**src/hdl/sru_pkg.sv**
```systemverilog
// sru_pkg: shared types, codes and helper functions of the shift/rotate unit
// no dependencies; used by sru_ctrl, sru_datapath and shift_rotate_unit
`timescale 1ns / 1ps

package sru_pkg;

    // operand size codes
    localparam logic [1:0] SIZE_BYTE = 2'd0;
    localparam logic [1:0] SIZE_WORD = 2'd1;
    localparam logic [1:0] SIZE_LONG = 2'd2;
    localparam logic [1:0] SIZE_MEM  = 2'd3;

    // shift kinds
    localparam logic [1:0] KIND_AS  = 2'd0;
    localparam logic [1:0] KIND_LS  = 2'd1;
    localparam logic [1:0] KIND_ROX = 2'd2;
    localparam logic [1:0] KIND_RO  = 2'd3;

    // opcode bit positions
    localparam int DIR_LEFT_BIT  = 8;
    localparam int COUNT_REG_BIT = 5;

    // emulated cycle figures
    localparam logic [7:0] CYC_BASE    = 8'd6;
    localparam logic [7:0] CYC_MEM     = 8'd8;
    localparam logic [7:0] CYC_ILLEGAL = 8'd4;

    // immediate count of zero stands for eight
    localparam logic [5:0] IMM_ZERO_COUNT = 6'd8;

    // commands from the controller to the datapath
    typedef struct packed {
        logic load;
        logic step;
        logic finish;
    } t_cmd;

    // status from the datapath to the controller
    typedef struct packed {
        logic count_zero;
    } t_status;

    // value mask for a size code
    function automatic logic [31:0] size_mask(input logic [1:0] size);
        logic [31:0] m;
        unique case (size)
            SIZE_BYTE: m = 32'h0000_00FF;
            SIZE_WORD: m = 32'h0000_FFFF;
            default:   m = 32'hFFFF_FFFF;
        endcase
        return m;
    endfunction

    // one-hot sign bit for a size code
    function automatic logic [31:0] sign_mask(input logic [1:0] size);
        logic [31:0] m;
        unique case (size)
            SIZE_BYTE: m = 32'h0000_0080;
            SIZE_WORD: m = 32'h0000_8000;
            default:   m = 32'h8000_0000;
        endcase
        return m;
    endfunction

endpackage

```
**src/hdl/shift_rotate_unit.sv**
```systemverilog
// shift_rotate_unit: top level of the 68000-style shift/rotate unit
// depends on sru_pkg, sru_ctrl and sru_datapath
`timescale 1ns / 1ps

//  channel  | handshake            | payload
//  ---------+----------------------+-------------------------------------------------
//  input    | start / busy         | i_opcode, i_operand_value, i_count_register,
//           |                      | i_extend_in
//  result   | o_valid (one cycle)  | o_result_value, o_result_size, o_flag_x..o_flag_c,
//           |                      | o_cycle_count, o_illegal
//
//  a transaction loads, then makes one pass of the single-bit shifter per shifted
//  bit (0 to 63), then forms the flags
//  busy is high from the cycle after acceptance until the result strobe
//  o_valid pulses for one cycle; the receiver cannot stall, and a new start is
//  taken in the strobe cycle
//  i_rst_n is synchronous and active low; it clears the controller only

module shift_rotate_unit (
    input  logic        i_clk,
    input  logic        i_rst_n,
    input  logic        start,
    output logic        busy,
    input  logic [15:0] i_opcode,
    input  logic [31:0] i_operand_value,
    input  logic [31:0] i_count_register,
    input  logic        i_extend_in,
    output logic        o_valid,
    output logic [31:0] o_result_value,
    output logic [1:0]  o_result_size,
    output logic        o_flag_x,
    output logic        o_flag_n,
    output logic        o_flag_z,
    output logic        o_flag_v,
    output logic        o_flag_c,
    output logic [7:0]  o_cycle_count,
    output logic        o_illegal
);

    sru_pkg::t_cmd    cmd;
    sru_pkg::t_status status;

    // sequencer
    sru_ctrl u_ctrl (
        .i_clk    (i_clk),
        .i_rst_n  (i_rst_n),
        .start    (start),
        .i_status (status),
        .o_cmd    (cmd),
        .busy     (busy),
        .o_valid  (o_valid)
    );

    // shifter and flags
    sru_datapath u_datapath (
        .i_clk            (i_clk),
        .i_rst_n          (i_rst_n),
        .i_cmd            (cmd),
        .o_status         (status),
        .i_opcode         (i_opcode),
        .i_operand_value  (i_operand_value),
        .i_count_register (i_count_register),
        .i_extend_in      (i_extend_in),
        .o_result_value   (o_result_value),
        .o_result_size    (o_result_size),
        .o_flag_x         (o_flag_x),
        .o_flag_n         (o_flag_n),
        .o_flag_z         (o_flag_z),
        .o_flag_v         (o_flag_v),
        .o_flag_c         (o_flag_c),
        .o_cycle_count    (o_cycle_count),
        .o_illegal        (o_illegal)
    );

endmodule

```
**src/hdl/sru_ctrl.sv**
```systemverilog
// sru_ctrl: controller state machine of the shift/rotate unit
// depends on sru_pkg (t_cmd, t_status)
`timescale 1ns / 1ps

module sru_ctrl (
    input  logic             i_clk,
    input  logic             i_rst_n,
    input  logic             start,
    input  sru_pkg::t_status i_status,
    output sru_pkg::t_cmd    o_cmd,
    output logic             busy,
    output logic             o_valid
);

    typedef enum logic {
        ST_IDLE,
        ST_RUN
    } t_state;

    t_state r_state;
    logic   r_valid;

    // commands decoded from the state
    always_comb begin
        o_cmd.load   = (r_state == ST_IDLE) && start;
        o_cmd.step   = (r_state == ST_RUN) && !i_status.count_zero;
        o_cmd.finish = (r_state == ST_RUN) && i_status.count_zero;
    end

    assign busy    = (r_state == ST_RUN);
    assign o_valid = r_valid;

    // state and result strobe
    always_ff @(posedge i_clk) begin
        if (!i_rst_n) begin
            r_state <= ST_IDLE;
            r_valid <= 1'b0;
        end else begin
            r_valid <= 1'b0;
            unique case (r_state)
                ST_IDLE: begin
                    if (start) begin
                        r_state <= ST_RUN;
                    end
                end
                ST_RUN: begin
                    if (i_status.count_zero) begin
                        r_state <= ST_IDLE;
                        r_valid <= 1'b1;
                    end
                end
                default: r_state <= ST_IDLE;
            endcase
        end
    end

`ifndef SYNTHESIS
    // accepted transaction makes the unit busy
    a_accept_busy: assert property (@(posedge i_clk) disable iff (!i_rst_n)
        (start && !busy) |=> busy)
        else $error("accepted transaction did not raise busy");

    // the strobe is a single cycle pulse
    a_valid_pulse: assert property (@(posedge i_clk) disable iff (!i_rst_n)
        o_valid |=> !o_valid)
        else $error("result strobe longer than one cycle");

    // a finished shift delivers its result next cycle
    a_finish_valid: assert property (@(posedge i_clk) disable iff (!i_rst_n)
        (busy && i_status.count_zero) |=> (o_valid && !busy))
        else $error("finish did not deliver a result");
`endif

endmodule

```
**src/hdl/sru_datapath.sv**
```systemverilog
// sru_datapath: decode, bit-serial shifter, flag and cycle-count logic
// depends on sru_pkg (codes, t_cmd, t_status, mask functions)
`timescale 1ns / 1ps

module sru_datapath (
    input  logic             i_clk,
    input  logic             i_rst_n,
    input  sru_pkg::t_cmd    i_cmd,
    output sru_pkg::t_status o_status,
    input  logic [15:0]      i_opcode,
    input  logic [31:0]      i_operand_value,
    input  logic [31:0]      i_count_register,
    input  logic             i_extend_in,
    output logic [31:0]      o_result_value,
    output logic [1:0]       o_result_size,
    output logic             o_flag_x,
    output logic             o_flag_n,
    output logic             o_flag_z,
    output logic             o_flag_v,
    output logic             o_flag_c,
    output logic [7:0]       o_cycle_count,
    output logic             o_illegal
);

    // working registers
    logic [31:0] r_val;
    logic [5:0]  r_count;
    logic [1:0]  r_size;
    logic [1:0]  r_kind;
    logic        r_left;
    logic        r_xin;
    logic        r_x;
    logic        r_c;
    logic        r_v;
    logic        r_zero_cnt;
    logic        r_illegal;
    logic [7:0]  r_cycles;

    // result registers
    logic [31:0] r_res_value;
    logic [1:0]  r_res_size;
    logic        r_res_x;
    logic        r_res_n;
    logic        r_res_z;
    logic        r_res_v;
    logic        r_res_c;
    logic [7:0]  r_res_cycles;
    logic        r_res_illegal;

    // decode of the incoming instruction
    logic        d_mem;
    logic        d_illegal;
    logic [1:0]  d_size;
    logic [1:0]  d_kind;
    logic [5:0]  d_count;
    logic [7:0]  d_cycles;

    always_comb begin
        d_mem     = (i_opcode[7:6] == sru_pkg::SIZE_MEM);
        d_illegal = d_mem && (i_opcode[5:4] == 2'b00);
        d_size    = d_mem ? sru_pkg::SIZE_WORD : i_opcode[7:6];
        d_kind    = d_mem ? i_opcode[10:9] : i_opcode[4:3];
        if (d_illegal) begin
            d_count = 6'd0;
        end else if (d_mem) begin
            d_count = 6'd1;
        end else if (i_opcode[sru_pkg::COUNT_REG_BIT]) begin
            d_count = i_count_register[5:0];
        end else if (i_opcode[11:9] == 3'd0) begin
            d_count = sru_pkg::IMM_ZERO_COUNT;
        end else begin
            d_count = {3'd0, i_opcode[11:9]};
        end
        if (d_illegal) begin
            d_cycles = sru_pkg::CYC_ILLEGAL;
        end else if (d_mem) begin
            d_cycles = sru_pkg::CYC_MEM;
        end else begin
            d_cycles = sru_pkg::CYC_BASE + {1'b0, d_count, 1'b0};
        end
    end

    // one bit step of the shifter
    logic [31:0] s_mask;
    logic [31:0] s_sign;
    logic        s_out;
    logic        s_fill;
    logic        s_ov;
    logic [31:0] n_val;

    always_comb begin
        s_mask = sru_pkg::size_mask(r_size);
        s_sign = sru_pkg::sign_mask(r_size);
        s_ov   = 1'b0;
        if (r_left) begin
            s_out = |(r_val & s_sign);
            unique case (r_kind)
                sru_pkg::KIND_RO:  s_fill = s_out;
                sru_pkg::KIND_ROX: s_fill = r_x;
                default:           s_fill = 1'b0;
            endcase
            n_val = ((r_val << 1) | {31'd0, s_fill}) & s_mask;
            // sign change: old sign differs from the bit moving into it
            s_ov  = (r_kind == sru_pkg::KIND_AS) && (|((r_val ^ (r_val << 1)) & s_sign));
        end else begin
            s_out = r_val[0];
            unique case (r_kind)
                sru_pkg::KIND_RO:  s_fill = s_out;
                sru_pkg::KIND_ROX: s_fill = r_x;
                sru_pkg::KIND_AS:  s_fill = |(r_val & s_sign);
                default:           s_fill = 1'b0;
            endcase
            n_val = (r_val >> 1) | (s_fill ? s_sign : 32'd0);
        end
    end

    assign o_status.count_zero = (r_count == 6'd0);

    // working state: load, then one bit per step
    always_ff @(posedge i_clk) begin
        if (i_cmd.load) begin
            r_val      <= i_operand_value & sru_pkg::size_mask(d_size);
            r_count    <= d_count;
            r_size     <= d_size;
            r_kind     <= d_kind;
            r_left     <= i_opcode[sru_pkg::DIR_LEFT_BIT];
            r_xin      <= i_extend_in;
            r_x        <= i_extend_in;
            r_c        <= 1'b0;
            r_v        <= 1'b0;
            r_zero_cnt <= (d_count == 6'd0);
            r_illegal  <= d_illegal;
            r_cycles   <= d_cycles;
        end else if (i_cmd.step) begin
            r_val   <= n_val;
            r_count <= r_count - 6'd1;
            r_x     <= s_out;
            r_c     <= s_out;
            r_v     <= r_v | s_ov;
        end
    end

    // result registers, written when the shift finishes
    always_ff @(posedge i_clk) begin
        if (i_cmd.finish) begin
            r_res_size    <= r_size;
            r_res_cycles  <= r_cycles;
            r_res_illegal <= r_illegal;
            if (r_illegal) begin
                r_res_value <= 32'd0;
                r_res_x     <= r_xin;
                r_res_n     <= 1'b0;
                r_res_z     <= 1'b0;
                r_res_v     <= 1'b0;
                r_res_c     <= 1'b0;
            end else begin
                r_res_value <= r_val;
                r_res_x     <= (r_kind == sru_pkg::KIND_RO) ? r_xin : r_x;
                r_res_n     <= |(r_val & s_sign);
                r_res_z     <= (r_val == 32'd0);
                r_res_v     <= r_v;
                // zero count: carry cleared, or copied from extend for rotate through x
                if (r_zero_cnt) begin
                    r_res_c <= (r_kind == sru_pkg::KIND_ROX) ? r_xin : 1'b0;
                end else begin
                    r_res_c <= r_c;
                end
            end
        end
    end

    assign o_result_value = r_res_value;
    assign o_result_size  = r_res_size;
    assign o_flag_x       = r_res_x;
    assign o_flag_n       = r_res_n;
    assign o_flag_z       = r_res_z;
    assign o_flag_v       = r_res_v;
    assign o_flag_c       = r_res_c;
    assign o_cycle_count  = r_res_cycles;
    assign o_illegal      = r_res_illegal;

`ifndef SYNTHESIS
    // each step consumes exactly one count
    a_step_count: assert property (@(posedge i_clk) disable iff (!i_rst_n)
        (i_cmd.step && !i_cmd.load) |=> (r_count == $past(r_count) - 6'd1))
        else $error("step did not decrement the count");

    // the value never holds bits above its size
    a_val_masked: assert property (@(posedge i_clk) disable iff (!i_rst_n)
        $past(i_cmd.load || i_cmd.step) |-> ((r_val & ~sru_pkg::size_mask(r_size)) == 32'd0))
        else $error("shift value exceeds operand size");

    // step and finish never coincide
    a_cmd_excl: assert property (@(posedge i_clk) disable iff (!i_rst_n)
        !(i_cmd.step && i_cmd.finish))
        else $error("step and finish issued together");
`endif

endmodule

```
**config.mk**
```make
export PLATFORM = sky130hd
export DESIGN_NAME = shift_rotate_unit
export DESIGN_NICKNAME = d
export VERILOG_FILES = /design/src/hdl/sru_pkg.sv /design/src/hdl/shift_rotate_unit.sv /design/src/hdl/sru_ctrl.sv /design/src/hdl/sru_datapath.sv
export SDC_FILE = /design/constraint.sdc
export NUM_CORES = 1
export LEC_CHECK = 0
export BUFFER_PORTS_ARGS = -buffer_cell sky130_fd_sc_hd__clkbuf_2
export CAP_MARGIN = 20
export CORE_ASPECT_RATIO = 0.9
export CORE_MARGIN = 1
export CORE_UTILIZATION = 53
export CTS_CLUSTER_SIZE = 16
export DETAILED_ROUTE_END_ITERATION = 16
export GPL_ROUTABILITY_DRIVEN = 1
export PLACE_DENSITY = 0.9
export SLEW_MARGIN = 5
export SYNTH_ARGS = -nofsm -noshare
export SYNTH_HDL_FRONTEND = slang
export SYNTH_SLANG_ARGS = --single-unit
```
**constraint.sdc**
```tcl
create_clock -name i_clk -period 3.9 [get_ports i_clk]
set_clock_uncertainty 0.1 [all_clocks]
set_input_delay 0.78 -clock i_clk [delete_from_list [all_inputs] [get_ports i_clk]]
set_output_delay 0.78 -clock i_clk [all_outputs]
set_load 0.03 [all_outputs]
```
Yosys cells after proc, flatten, opt, wreduce, memory -nomap -nowiden --
Cells that the tools add are included.
Cells by class: $add $sub $neg 2, eq/ne operators 5, multiplexer cells 33, bitwise logic cells 9, reduce and logical (&&, ||, !) cells 19
Operator list (number):
- $pmux W32 S2 | 3
- $mux W32 | 5
- $and A32 B32 Y32 | 4
- $reduce_or A32 Y1 | 2
- $logic_not A32 Y1 | 1
- $or A31 B32 Y32 | 1
- $or A32 B1 Y32 | 1
- $xor A32 B32 Y32 | 1
- $mux W6 | 5
- $mux W1 | 13
- $logic_not A6 Y1 | 2
- $add A3 B7 Y8 const A | 1
- $logic_not A2 Y1 | 4
- $mux W4 | 2
- $eq A2 B2 Y1 const B | 3
- $sub A6 B1 Y6 const B | 1
- $logic_and A1 B1 Y1 | 5
- $eq A2 B1 Y1 const B | 2
- $mux W2 | 2
- $pmux W1 S2 | 2
- $logic_not A3 Y1 | 1
- $pmux W1 S3 | 1
- $reduce_and A2 Y1 | 1
- $reduce_bool A2 Y1 | 1
- other kinds (4) | 4
Storage, ports and cells: bits in registers 107, output and inout port bits 50, logic and storage cells 92

Logic depth before layout (Yosys ltp) --
Gate-level depths: netlist of the first run.
depth after elaboration 11, gate-level depth with buffers 7, gate-level depth less buffers 6

Hierarchy --
Synthesis of the first run repeated with hierarchy kept, for this count alone.
Unflattened totals: cell total of the unflattened synthesis 409, area, all modules 4958.5 µm²
By module, submodules not included:
- sru_datapath | instances 1, cells each 402, area an instance 4873.4 µm², seq. area each 3072.9 µm²
- sru_ctrl | instances 1, cells each 7, area an instance 85.1 µm², seq. area each 40.0 µm²

Least setup slack after synthesis of the first run --
Ideal clock, no wire load.
path type register to register, start point reg u_datapath.r_count[3], end point reg u_datapath.r_res_cycles[1], in the netlist u_datapath.o_cycle_count[1], enable pin, arrival time 2.729 ns, data required time 3.356 ns, setup slack 0.627 ns, cell stages (with the launch flop) 3, clock period less this slack 3.273 ns, cells stage by stage edfxtp_1 > or3_4 > nor3_2
RTL lines:
- from (decl) | line sru_datapath.sv:27 | logic [5:0] r_count;
- from (signal assigned) | line sru_datapath.sv:123 | r_count <= d_count;
- from (signal assigned) | line sru_datapath.sv:136 | r_count <= r_count - 6'd1;
- to (signal assigned) | line sru_datapath.sv:147 | r_res_cycles <= r_cycles;
- to (decl) | line sru_datapath.sv:47 | logic [7:0] r_res_cycles;

Final worst setup path of the first run --
start point in i_opcode[6], end point reg u_datapath.r_cycles[3], data pin
On the way: longest elaborated chain between the ends 5, elaborated cells between the ends (all ways) 6
RTL lines:
- from (decl) | line shift_rotate_unit.sv:24 | input logic [15:0] i_opcode,
- $eq A2 B2 Y1 (*) | line sru_datapath.sv:59 | d_mem = (i_opcode[7:6] == sru_pkg::SIZE_MEM);
- $mux W6 / $logic_and A1 B1 Y1 (equally long branches) | line sru_datapath.sv:65, sru_datapath.sv:60
- $mux W6 | line sru_datapath.sv:63 | if (d_illegal) begin
- $add A3 B7 Y8 | line sru_datapath.sv:79 | d_cycles = sru_pkg::CYC_BASE + {1'b0, d_count, 1'b0};
- $mux W4 | line sru_datapath.sv:76 | end else if (d_mem) begin
- to (signal assigned) | line sru_datapath.sv:133 | r_cycles <= d_cycles;
- to (decl) | line sru_datapath.sv:37 | logic [7:0] r_cycles;
Mark *: on every way between the ends. The rest lies on a longest branch, timed or not. A chain may end at the register's enable or synchronous reset.

==> results of run 1 <==
cell families after synthesis:
group / synth area share [%]
xor+xnor: 1.24
simple gates: 16.7
flops: 62.8
buf+inv: 3.18
other cells: 0.0756
fa+ha+maj: 1.77
compound gates: 10.3
mux: 4.01
layout make-up:
type	instances	share of cell area, %
repair buffers	103	9.40
inverters	11	0.721
multi-input cells	272	29.6
well taps	122	2.67
clock inverters	5	1.01
flip-flops and latches	105	54.4
clock buffers	10	2.23
power by group:
part           switching, mW  internal, mW
clock                  0.362         0.293
combinational          0.203         0.153
sequential            0.0820          1.36
total                  0.647          1.80
metal layers:
layer / routed length (µm) / vias up
li1: - / 1667
met1: 4360 / 1649
met2: 4770 / 157
met3: 718 / 14
met4: 163 / 0
met5: 0 / -
synth_stat cells (3+ instances only):
library cell	n	area, µm²
edfxtp_1	101	3030
nor2b_1	50	313
nand2_1	39	146
a21oi_1	26	130
nor2_1	23	86.3
o21ai_0	21	105
o21ai_1	14	70.1
clkbuf_1	12	45.0
inv_1	10	37.5
a31oi_1	9	56.3
buf_2	9	45.0
mux2i_1	9	90.1
ha_1	7	87.6
nor3_1	7	35.0
mux2_2	5	56.3
nor4_1	5	31.3
xor2_1	5	43.8
and2_1	4	25.0
dfxtp_1	4	80.1
nand3_1	4	20.0
mux2i_2	3	41.3
nand4_1	3	18.8
flip-flops by register name (all words and copies together) (netlist names):
signal                     count
u_ctrl.o_valid                 1
u_ctrl.busy                    1
u_datapath.o_flag_z            1
u_datapath.r_size              2
u_datapath.r_zero_cnt          1
u_datapath.r_count             6
u_datapath.o_illegal           1
u_datapath.o_result_value     32
u_datapath.r_xin               1
u_datapath.r_v                 1
u_datapath.r_x                 1
u_datapath.r_left              1
u_datapath.o_cycle_count       7
u_datapath.o_result_size       2
u_datapath.r_illegal           1
u_datapath.r_kind              2
u_datapath.r_val              32
u_datapath.o_flag_c            1
u_datapath.r_cycles            7
u_datapath.o_flag_n            1
u_datapath.o_flag_x            1
u_datapath.o_flag_v            1
u_datapath.r_c                 1
critical path, delay by kind of cell:
kind | cells | cell delay, ns
compound gates | 2 | 0.30
fa+ha+maj | 1 | 0.29
mux | 1 | 0.37
buf+inv | 1 | 0.14
simple gates | 1 | 0.33
xor+xnor | 1 | 0.21
cells in the final DEF, fill, tap and decap left out, types with 4 or more instances in the layout:
cell and count:
a21oi_1 26, a31oi_1 9, and2_1 4, clkbuf_2 99
clkbuf_8 9, dfxtp_1 4, edfxtp_1 101, ha_1 7
inv_1 10, mux2_2 5, mux2i_1 9, nand2_1 39
nand3_1 4, nor2_1 23, nor2b_1 50, nor3_1 7
nor4_1 5, o21ai_0 21, o21ai_1 14, xor2_1 5
final timing paths:
kind | start | endpoint | slack [ns] | depth (start not counted)
setup reg to reg | u_datapath.r_count[2]$_DFFE_PP_ | u_ctrl.busy$_SDFF_PN0_ | 1.62 | 4
setup / recovery | i_opcode[6] | u_datapath.r_cycles[3]$_SDFFCE_PP0P_ | 1.48 | 7
hold reg to reg | u_datapath.r_cycles[7]$_SDFFCE_PP0P_ | u_datapath.o_cycle_count[7]$_DFFE_PP_ | 0.33 | 0
hold / removal | u_datapath.r_cycles[7]$_SDFFCE_PP0P_ | u_datapath.o_cycle_count[7]$_DFFE_PP_ | 0.33 | 0
==> results.toml, run 1 <==
[pwr]
power.total_mw = 2.45
power_leakage_nw = 2.16
powerDensity_mw_per_mm2 = 428
ir_drop_uv = 192

[critical_path]
cpMaxStageDelayCell = "mux2_1"
criticalPathCategory = "input port to register"
worstPathRequired_ns = 3.90
startpoint_type = "input port"
path_max_fanout = 13
path_cells = "clkbuf_2 > nand2_1 > mux2_1 > o21ai_1 > ha_1 > xor2_1 > a21oi_1"
critical_path_arrival_ns = 2.42
max_stage_delay_ns = 0.37
end_kind = "register"

[global_route]
globalRouteMet1Util_pct = 28.3
first_global_vias = 3320
met2_usage_pct = 34.6
grt_first_pass_wirelength_um = 16000
grt_busiest_layer = "met2"
grt_start_max_net_pins = 66
met3_usage_pct = 3.54
track_usage_pct = 21.2
grt_antenna_before_repair = 0
gr-total-overflow = 0

[synthesis]
synth_nets = 503
synth_area_per_cell_um2 = 12.0
yosysSeqAreaShare_pct = 62.8
synth_flop_cell = "edfxtp_1"
synth_edf_count = 101
yosys_register_bits = 105
synth_area_mm2 = 0.00496
synth_cell_types = 56
synth_cells = 412
ys_warn_count = 0
async_reset_ff_share_pct = 0

[clocking]
clkTransAtPathRegs_ns = 0.10
clk_latency_ns = 0.35
root_buffer = "clkbuf_8"
cts_sinks = 105
cts_hold_buf = 0
numCtsBuffers = 9
cts-htree-levels = 3
cts_buffer_depth = 2
cts_tree = "built"
cts_setup_buffers = 0
cts_resized = 0

[min_path]
holdCritPathClass = "register to register"

[timing]
tns_ns = 0
layout_setup_ws_ns = 1.48
whs_ns = 0.328
final_max_slew_viol_count = 0
finalHoldViolCount = 0
slew_headroom_pct = 35.5
tightest_slew_ns = 0.964
min_period_ns = 2.42
fmaxAchievable_ghz = 0.413
fin_crit_sh_pct = 62.1
setup_viol = 0
rsz0062_at_grt = "no"

[floorplan]
core_area_mm2 = 0.00908
die_y_um = 93.8
initial_utilization_pct = 54.6
ios = 134
row_count = 33
dieArea_mm2 = 0.00975
die_x_um = 104

[drt]
antenna_violating_nets_post_route = 0
routed_wl_um = 10000
vias = 3487
route.detailed.drc = 0
viasPerCell = 5.55
wl_per_cell_um = 15.9
dr.pass1.iters = 5
drtIter0Drc = 208

[placement]
pre_cts_slack_ns = 1.15
placed_area_mm2 = 0.00554
placedCellCount = 613
place.detailed.hpwl_um = 6920
gp_congestion = 0.860
place.port_buffers = 99

[finish]
fin_util_pct = 63.0
final_cells = 628
multi_input_area_mm2 = 0.00170
design_area_mm2 = 0.00573
areaGrowthSynthToFinish_pct = 15.4
n_antenna_cell = 0
register_area_mm2 = 0.00311
num-nets-final = 593
fill_cells = 719
drive_above_1_share_pct = 27.1

[flow_run]
maxCapViolCount = 0

[status]
outcome = "completed"
Note: power is estimated with default switching activity, not from simulation.
==> run 2, diff against run 1 <==
--- a/config.mk
+++ b/config.mk
@@ -9,11 +9,11 @@
 export CAP_MARGIN = 20
 export CORE_ASPECT_RATIO = 0.9
 export CORE_MARGIN = 1
-export CORE_UTILIZATION = 53
+export CORE_UTILIZATION = 48
 export CTS_CLUSTER_SIZE = 16
 export DETAILED_ROUTE_END_ITERATION = 16
 export GPL_ROUTABILITY_DRIVEN = 1
-export PLACE_DENSITY = 0.9
+export PLACE_DENSITY = 0.87
 export SLEW_MARGIN = 5
 export SYNTH_ARGS = -nofsm -noshare
 export SYNTH_HDL_FRONTEND = slang
==> constraint.sdc (replaced) <==
create_clock -name i_clk -period 2.11 [get_ports i_clk]
set_clock_uncertainty 0.1 [all_clocks]
set_input_delay 0.422 -clock i_clk [delete_from_list [all_inputs] [get_ports i_clk]]
set_output_delay 0.422 -clock i_clk [all_outputs]
set_load 0.03 [all_outputs]
==> results.toml, run 2 (same netlist as run 1, synthesis figures left out) <==
[drt]
viasPerCell = 5.45
antenna_violating_nets_post_route = 0
wl_per_cell_um = 16.7
route.detailed.drc = 0
routed_wl_um = 10800
vias = 3523
dr.pass1.iters = 4
drtIter0Drc = 226

[min_path]
hold_start = "i_opcode[8]"
holdCritPathClass = "input port to register"
hold-path-endpoint = "u_datapath.r_left$_DFFE_PP_"
hold_path_depth = 1

[clocking]
cts_buffer_depth = 2
cts_tree = "built"
cts_setup_buffers = 0
root_buffer = "clkbuf_16"
cts_resized = 0
cts_hold_buf = 0
clkTransAtPathRegs_ns = 0.07
cts-htree-levels = 3
clk_latency_ns = 0.34
numCtsBuffers = 9
cts_sinks = 105

[pwr]
power.total_mw = 4.90
ir_drop_uv = 382
power_leakage_nw = 2.27
powerDensity_mw_per_mm2 = 828

[critical_path]
max_stage_delay_ns = 0.44
critical_path_arrival_ns = 1.76
reg2reg_from = "u_datapath.r_count[2]$_DFFE_PP_"
r2r-end = "u_datapath.o_flag_n$_SDFFCE_PP0P_"
startpoint_type = "register"
criticalPathCategory = "register to register"
worstPathRequired_ns = 2.04
cpMaxStageDelayCell = "edfxtp_1"
end_kind = "register"
path_max_fanout = 38
worstRegToRegCells = 3
path_cells = "or3_4 > nor3_4 > buf_12"
ff2ff_setup_slack_ns = 0.28

[timing]
slew_headroom_pct = 59.8
fmaxAchievable_ghz = 0.547
min_period_ns = 1.83
finalHoldViolCount = 0
fin_crit_sh_pct = 86.7
layout_setup_ws_ns = 0.281
final_max_slew_viol_count = 0
rsz0062_at_grt = "no"
setup_viol = 0
whs_ns = 0.167
tightest_slew_ns = 0.603

[placement]
pre_cts_slack_ns = 0.0751
place.detailed.hpwl_um = 7650
gp_congestion = 0.846
place.port_buffers = 99
placed_area_mm2 = 0.00564
placedCellCount = 630

[finish]
design_area_mm2 = 0.00591
final_cell_mix = "edfxtp_1 (101), clkbuf_2 (99), nor2b_1 (50), nand2_1 (39), a21oi_1 (26)"
num-nets-final = 606
areaGrowthSynthToFinish_pct = 19.2
final_common_cell = "edfxtp_1"
drive_above_1_share_pct = 29.2
final_cells = 646
n_antenna_cell = 0

[status]
outcome = "completed"

[global_route]
grt_first_pass_wirelength_um = 17400
grt_start_max_net_pins = 39
first_global_vias = 3633
track_usage_pct = 21.1
gr-total-overflow = 0
grt_antenna_before_repair = 0

[floorplan]
die_y_um = 98.4
row_count = 34
dieArea_mm2 = 0.0107
ios = 134
die_x_um = 109
core_area_mm2 = 0.00987
initial_utilization_pct = 50.3

[flow_run]
maxCapViolCount = 0
run 2: cell count changes in the layout (fill, tap and decap cells not counted), sizes merged:
cell    change
bufinv      -1
clkinv      +2
buf        +13
inv         +1
clkbuf      -1
run 2: cell type report:
cell class                      instances  area (µm²)
Clock buffer                            9         225
Clock inverter                          7        46.3
Fill cell                             811        3960
Inverter                               11        41.3
Multi-Input combinational cell        272        1700
Sequential cell                       105        3110
Tap cell                              126         158
Timing Repair Buffer                  116         636
run 2: worst max path at each step:
stage,slack [ns],cells past startpoint,endpoint,start
CTS,0.26,3,u_datapath.o_result_value[2]$_SDFFCE_PP0P_,u_datapath.r_count[2]$_DFFE_PP_
detailed placement,0.08,7,u_datapath.r_cycles[3]$_SDFFCE_PP0P_,i_opcode[7]
global placement,0.17,7,u_datapath.r_cycles[3]$_SDFFCE_PP0P_,i_opcode[7]
global route,0.15,5,u_datapath.r_val[31]$_DFFE_PP_,u_ctrl.busy$_SDFF_PN0_
finish,0.28,3,u_datapath.o_flag_n$_SDFFCE_PP0P_,u_datapath.r_count[2]$_DFFE_PP_
floorplan,-0.45,2,u_datapath.o_cycle_count[1]$_DFFE_PP_,u_datapath.r_count[3]$_DFFE_PP_
run 2: worst max-delay path, delay by kind of cell, from the launching register on:
family	cells	cell delay [ns]
buf+inv	1	0.26
flops	1	0.44
simple gates	2	0.68
run 2: report_power, final:
part	internal, mW	switching, mW	total [mW]	leakage (nW)
registers	2.51	0.147	2.66	1.00
clock network	0.799	0.740	1.54	0.129
logic	0.304	0.397	0.701	1.14
total	3.61	1.28	4.90	2.27
run 2: metal layers:
metal / up-vias / global-route usage [%] / wire, µm
li1: 1706 / - / -
met1: 1680 / 27.5 / 4610
met2: 122 / 34.7 / 5380
met3: 15 / 3.44 / 609
met4: 0 / 9.15 / 182
met5: - / 0 / 0
run 2: metrics by stage:
step,utilization (%),setup TNS [ns]
after floorplan,-,-21.42
after global placement,57.2,0
after detailed placement,57.2,0
after CTS,59.9,0
after global routing,59.9,0
final,59.9,0
==> run 3, diff against run 2 <==
--- a/config.mk
+++ b/config.mk
@@ -8,7 +8,7 @@
 export BUFFER_PORTS_ARGS = -buffer_cell sky130_fd_sc_hd__clkbuf_2
 export CAP_MARGIN = 20
 export CORE_ASPECT_RATIO = 0.9
-export CORE_MARGIN = 1
+export CORE_MARGIN = 2
 export CORE_UTILIZATION = 48
 export CTS_CLUSTER_SIZE = 16
 export DETAILED_ROUTE_END_ITERATION = 16
==> results.toml, run 3 (same netlist as run 1, synthesis figures left out) <==
[drt]
antenna_violating_nets_post_route = 0
viasPerCell = 5.55
wl_per_cell_um = 16.7
drtIter0Drc = 327
routed_wl_um = 10800
dr.pass1.iters = 5
route.detailed.drc = 0
vias = 3599

[critical_path]
critical_path_arrival_ns = 1.77
worstRegToRegCells = 3
ff2ff_setup_slack_ns = 0.27
end_kind = "register"
path_max_fanout = 19
worstPathRequired_ns = 2.03
r2r-end = "u_datapath.o_result_value[21]$_SDFFCE_PP0P_"
startpoint_type = "register"
reg2reg_from = "u_datapath.r_count[2]$_DFFE_PP_"
criticalPathCategory = "register to register"

[floorplan]
dieArea_mm2 = 0.0112
core_area_mm2 = 0.0102
ios = 134
die_y_um = 100
die_x_um = 111
initial_utilization_pct = 48.8
row_count = 35

[global_route]
first_global_vias = 3646
gr-total-overflow = 0
grt_antenna_before_repair = 0
grt_start_max_net_pins = 46
grt_first_pass_wirelength_um = 18000
track_usage_pct = 20.5

[min_path]
hold-path-endpoint = "u_datapath.r_left$_DFFE_PP_"
hold_start = "i_opcode[8]"
holdCritPathClass = "input port to register"
hold_path_depth = 1

[pwr]
powerDensity_mw_per_mm2 = 860
ir_drop_uv = 362
power_leakage_nw = 2.30

[timing]
rsz0062_at_grt = "no"
setup_viol = 0
fmaxAchievable_ghz = 0.542
fin_crit_sh_pct = 87.4
slew_headroom_pct = 59.7
whs_ns = 0.166
finalHoldViolCount = 0
final_max_slew_viol_count = 0
min_period_ns = 1.84
tightest_slew_ns = 0.605

[finish]
final_cell_mix = "edfxtp_1 (101), clkbuf_2 (99), nor2b_1 (50), nand2_1 (39), a21oi_1 (26)"
final_common_cell = "edfxtp_1"
n_antenna_cell = 0
multi_input_area_mm2 = 0.00170
areaGrowthSynthToFinish_pct = 20.8
fill_cells = 815
design_area_mm2 = 0.00599
register_area_mm2 = 0.00311
fin_util_pct = 59.0
drive_above_1_share_pct = 29.2
num-nets-final = 606

[clocking]
cts_hold_buf = 0
clkTransAtPathRegs_ns = 0.07
clk_latency_ns = 0.34
cts_resized = 0
root_buffer = "clkbuf_16"
cts_buffer_depth = 2
cts_sinks = 105
cts_setup_buffers = 0
cts_tree = "built"
cts-htree-levels = 3
numCtsBuffers = 9

[placement]
placed_area_mm2 = 0.00567
place.port_buffers = 99
gp_congestion = 0.842
place.detailed.hpwl_um = 7850

[status]
outcome = "completed"

[flow_run]
maxCapViolCount = 0
==> run 3: cell count changes in the layout (fill, tap and decap cells not counted), sizes merged <==
cell,delta
bufinv,+2
clkinv,-2
clkbuf,+1
clkinvlp,-1
==> run 3: where the power goes <==
group	switching, mW	internal [mW]	total, mW
Clock	0.732	1.04	1.78
Combinational	0.412	0.313	0.725
Sequential	0.139	2.51	2.65
==> run 3: worst max-delay path: stages (launching register included) <==
cell and delay (ns):
edfxtp_1 0.44, or3_4 0.44, nor3_4 0.23, buf_4 0.31
==> run 3: layout make-up <==
class                   instances  share of cell area, %
clock buffers                  10                   3.82
clock inverters                 6                   1.50
inverters                      11                  0.689
multi-input cells             272                   28.3
flip-flops and latches        105                   52.0
well taps                     129                   2.69
repair buffers                116                   11.0
==> run 3: metrics by stage <==
step                TNS (ns)  std cells  power [mW]  worst slack [ns]
global placement           0        633        3.36             0.179
global route               0        649        5.37             0.147
detailed placement         0        633        3.41            0.0845
finish                     0        649        5.15             0.266
floorplan             -21.42        412        3.15            -0.448
CTS                        0        649        5.16             0.264
==> run 3: metal layers <==
layer / vias to the layer above / global-route usage, % / share of wire, % / routed length [µm]
li1: 1699 / - / - / -
met1: 1733 / 26.3 / 43 / 4680
met2: 146 / 34.4 / 49 / 5280
met3: 21 / 4.35 / 5.6 / 605
met4: 0 / 8.55 / 2.5 / 268
met5: - / 0 / 0 / 0
==> run 3: worst max path at each step <==
stage | from | slack (ns) | depth (start not counted) | end
3_3_place_gp | i_opcode[7] | 0.18 | 7 | u_datapath.r_cycles[3]$_SDFFCE_PP0P_
5_1_grt | u_datapath.r_count[2]$_DFFE_PP_ | 0.15 | 3 | u_datapath.o_result_value[21]$_SDFFCE_PP0P_
6_report | u_datapath.r_count[2]$_DFFE_PP_ | 0.27 | 3 | u_datapath.o_result_value[21]$_SDFFCE_PP0P_
2_1_floorplan | u_datapath.r_count[3]$_DFFE_PP_ | -0.45 | 2 | u_datapath.o_cycle_count[1]$_DFFE_PP_
3_5_place_dp | i_opcode[7] | 0.08 | 7 | u_datapath.r_cycles[3]$_SDFFCE_PP0P_
4_1_cts | u_datapath.r_count[2]$_DFFE_PP_ | 0.26 | 3 | u_datapath.o_result_value[20]$_SDFFCE_PP0P_
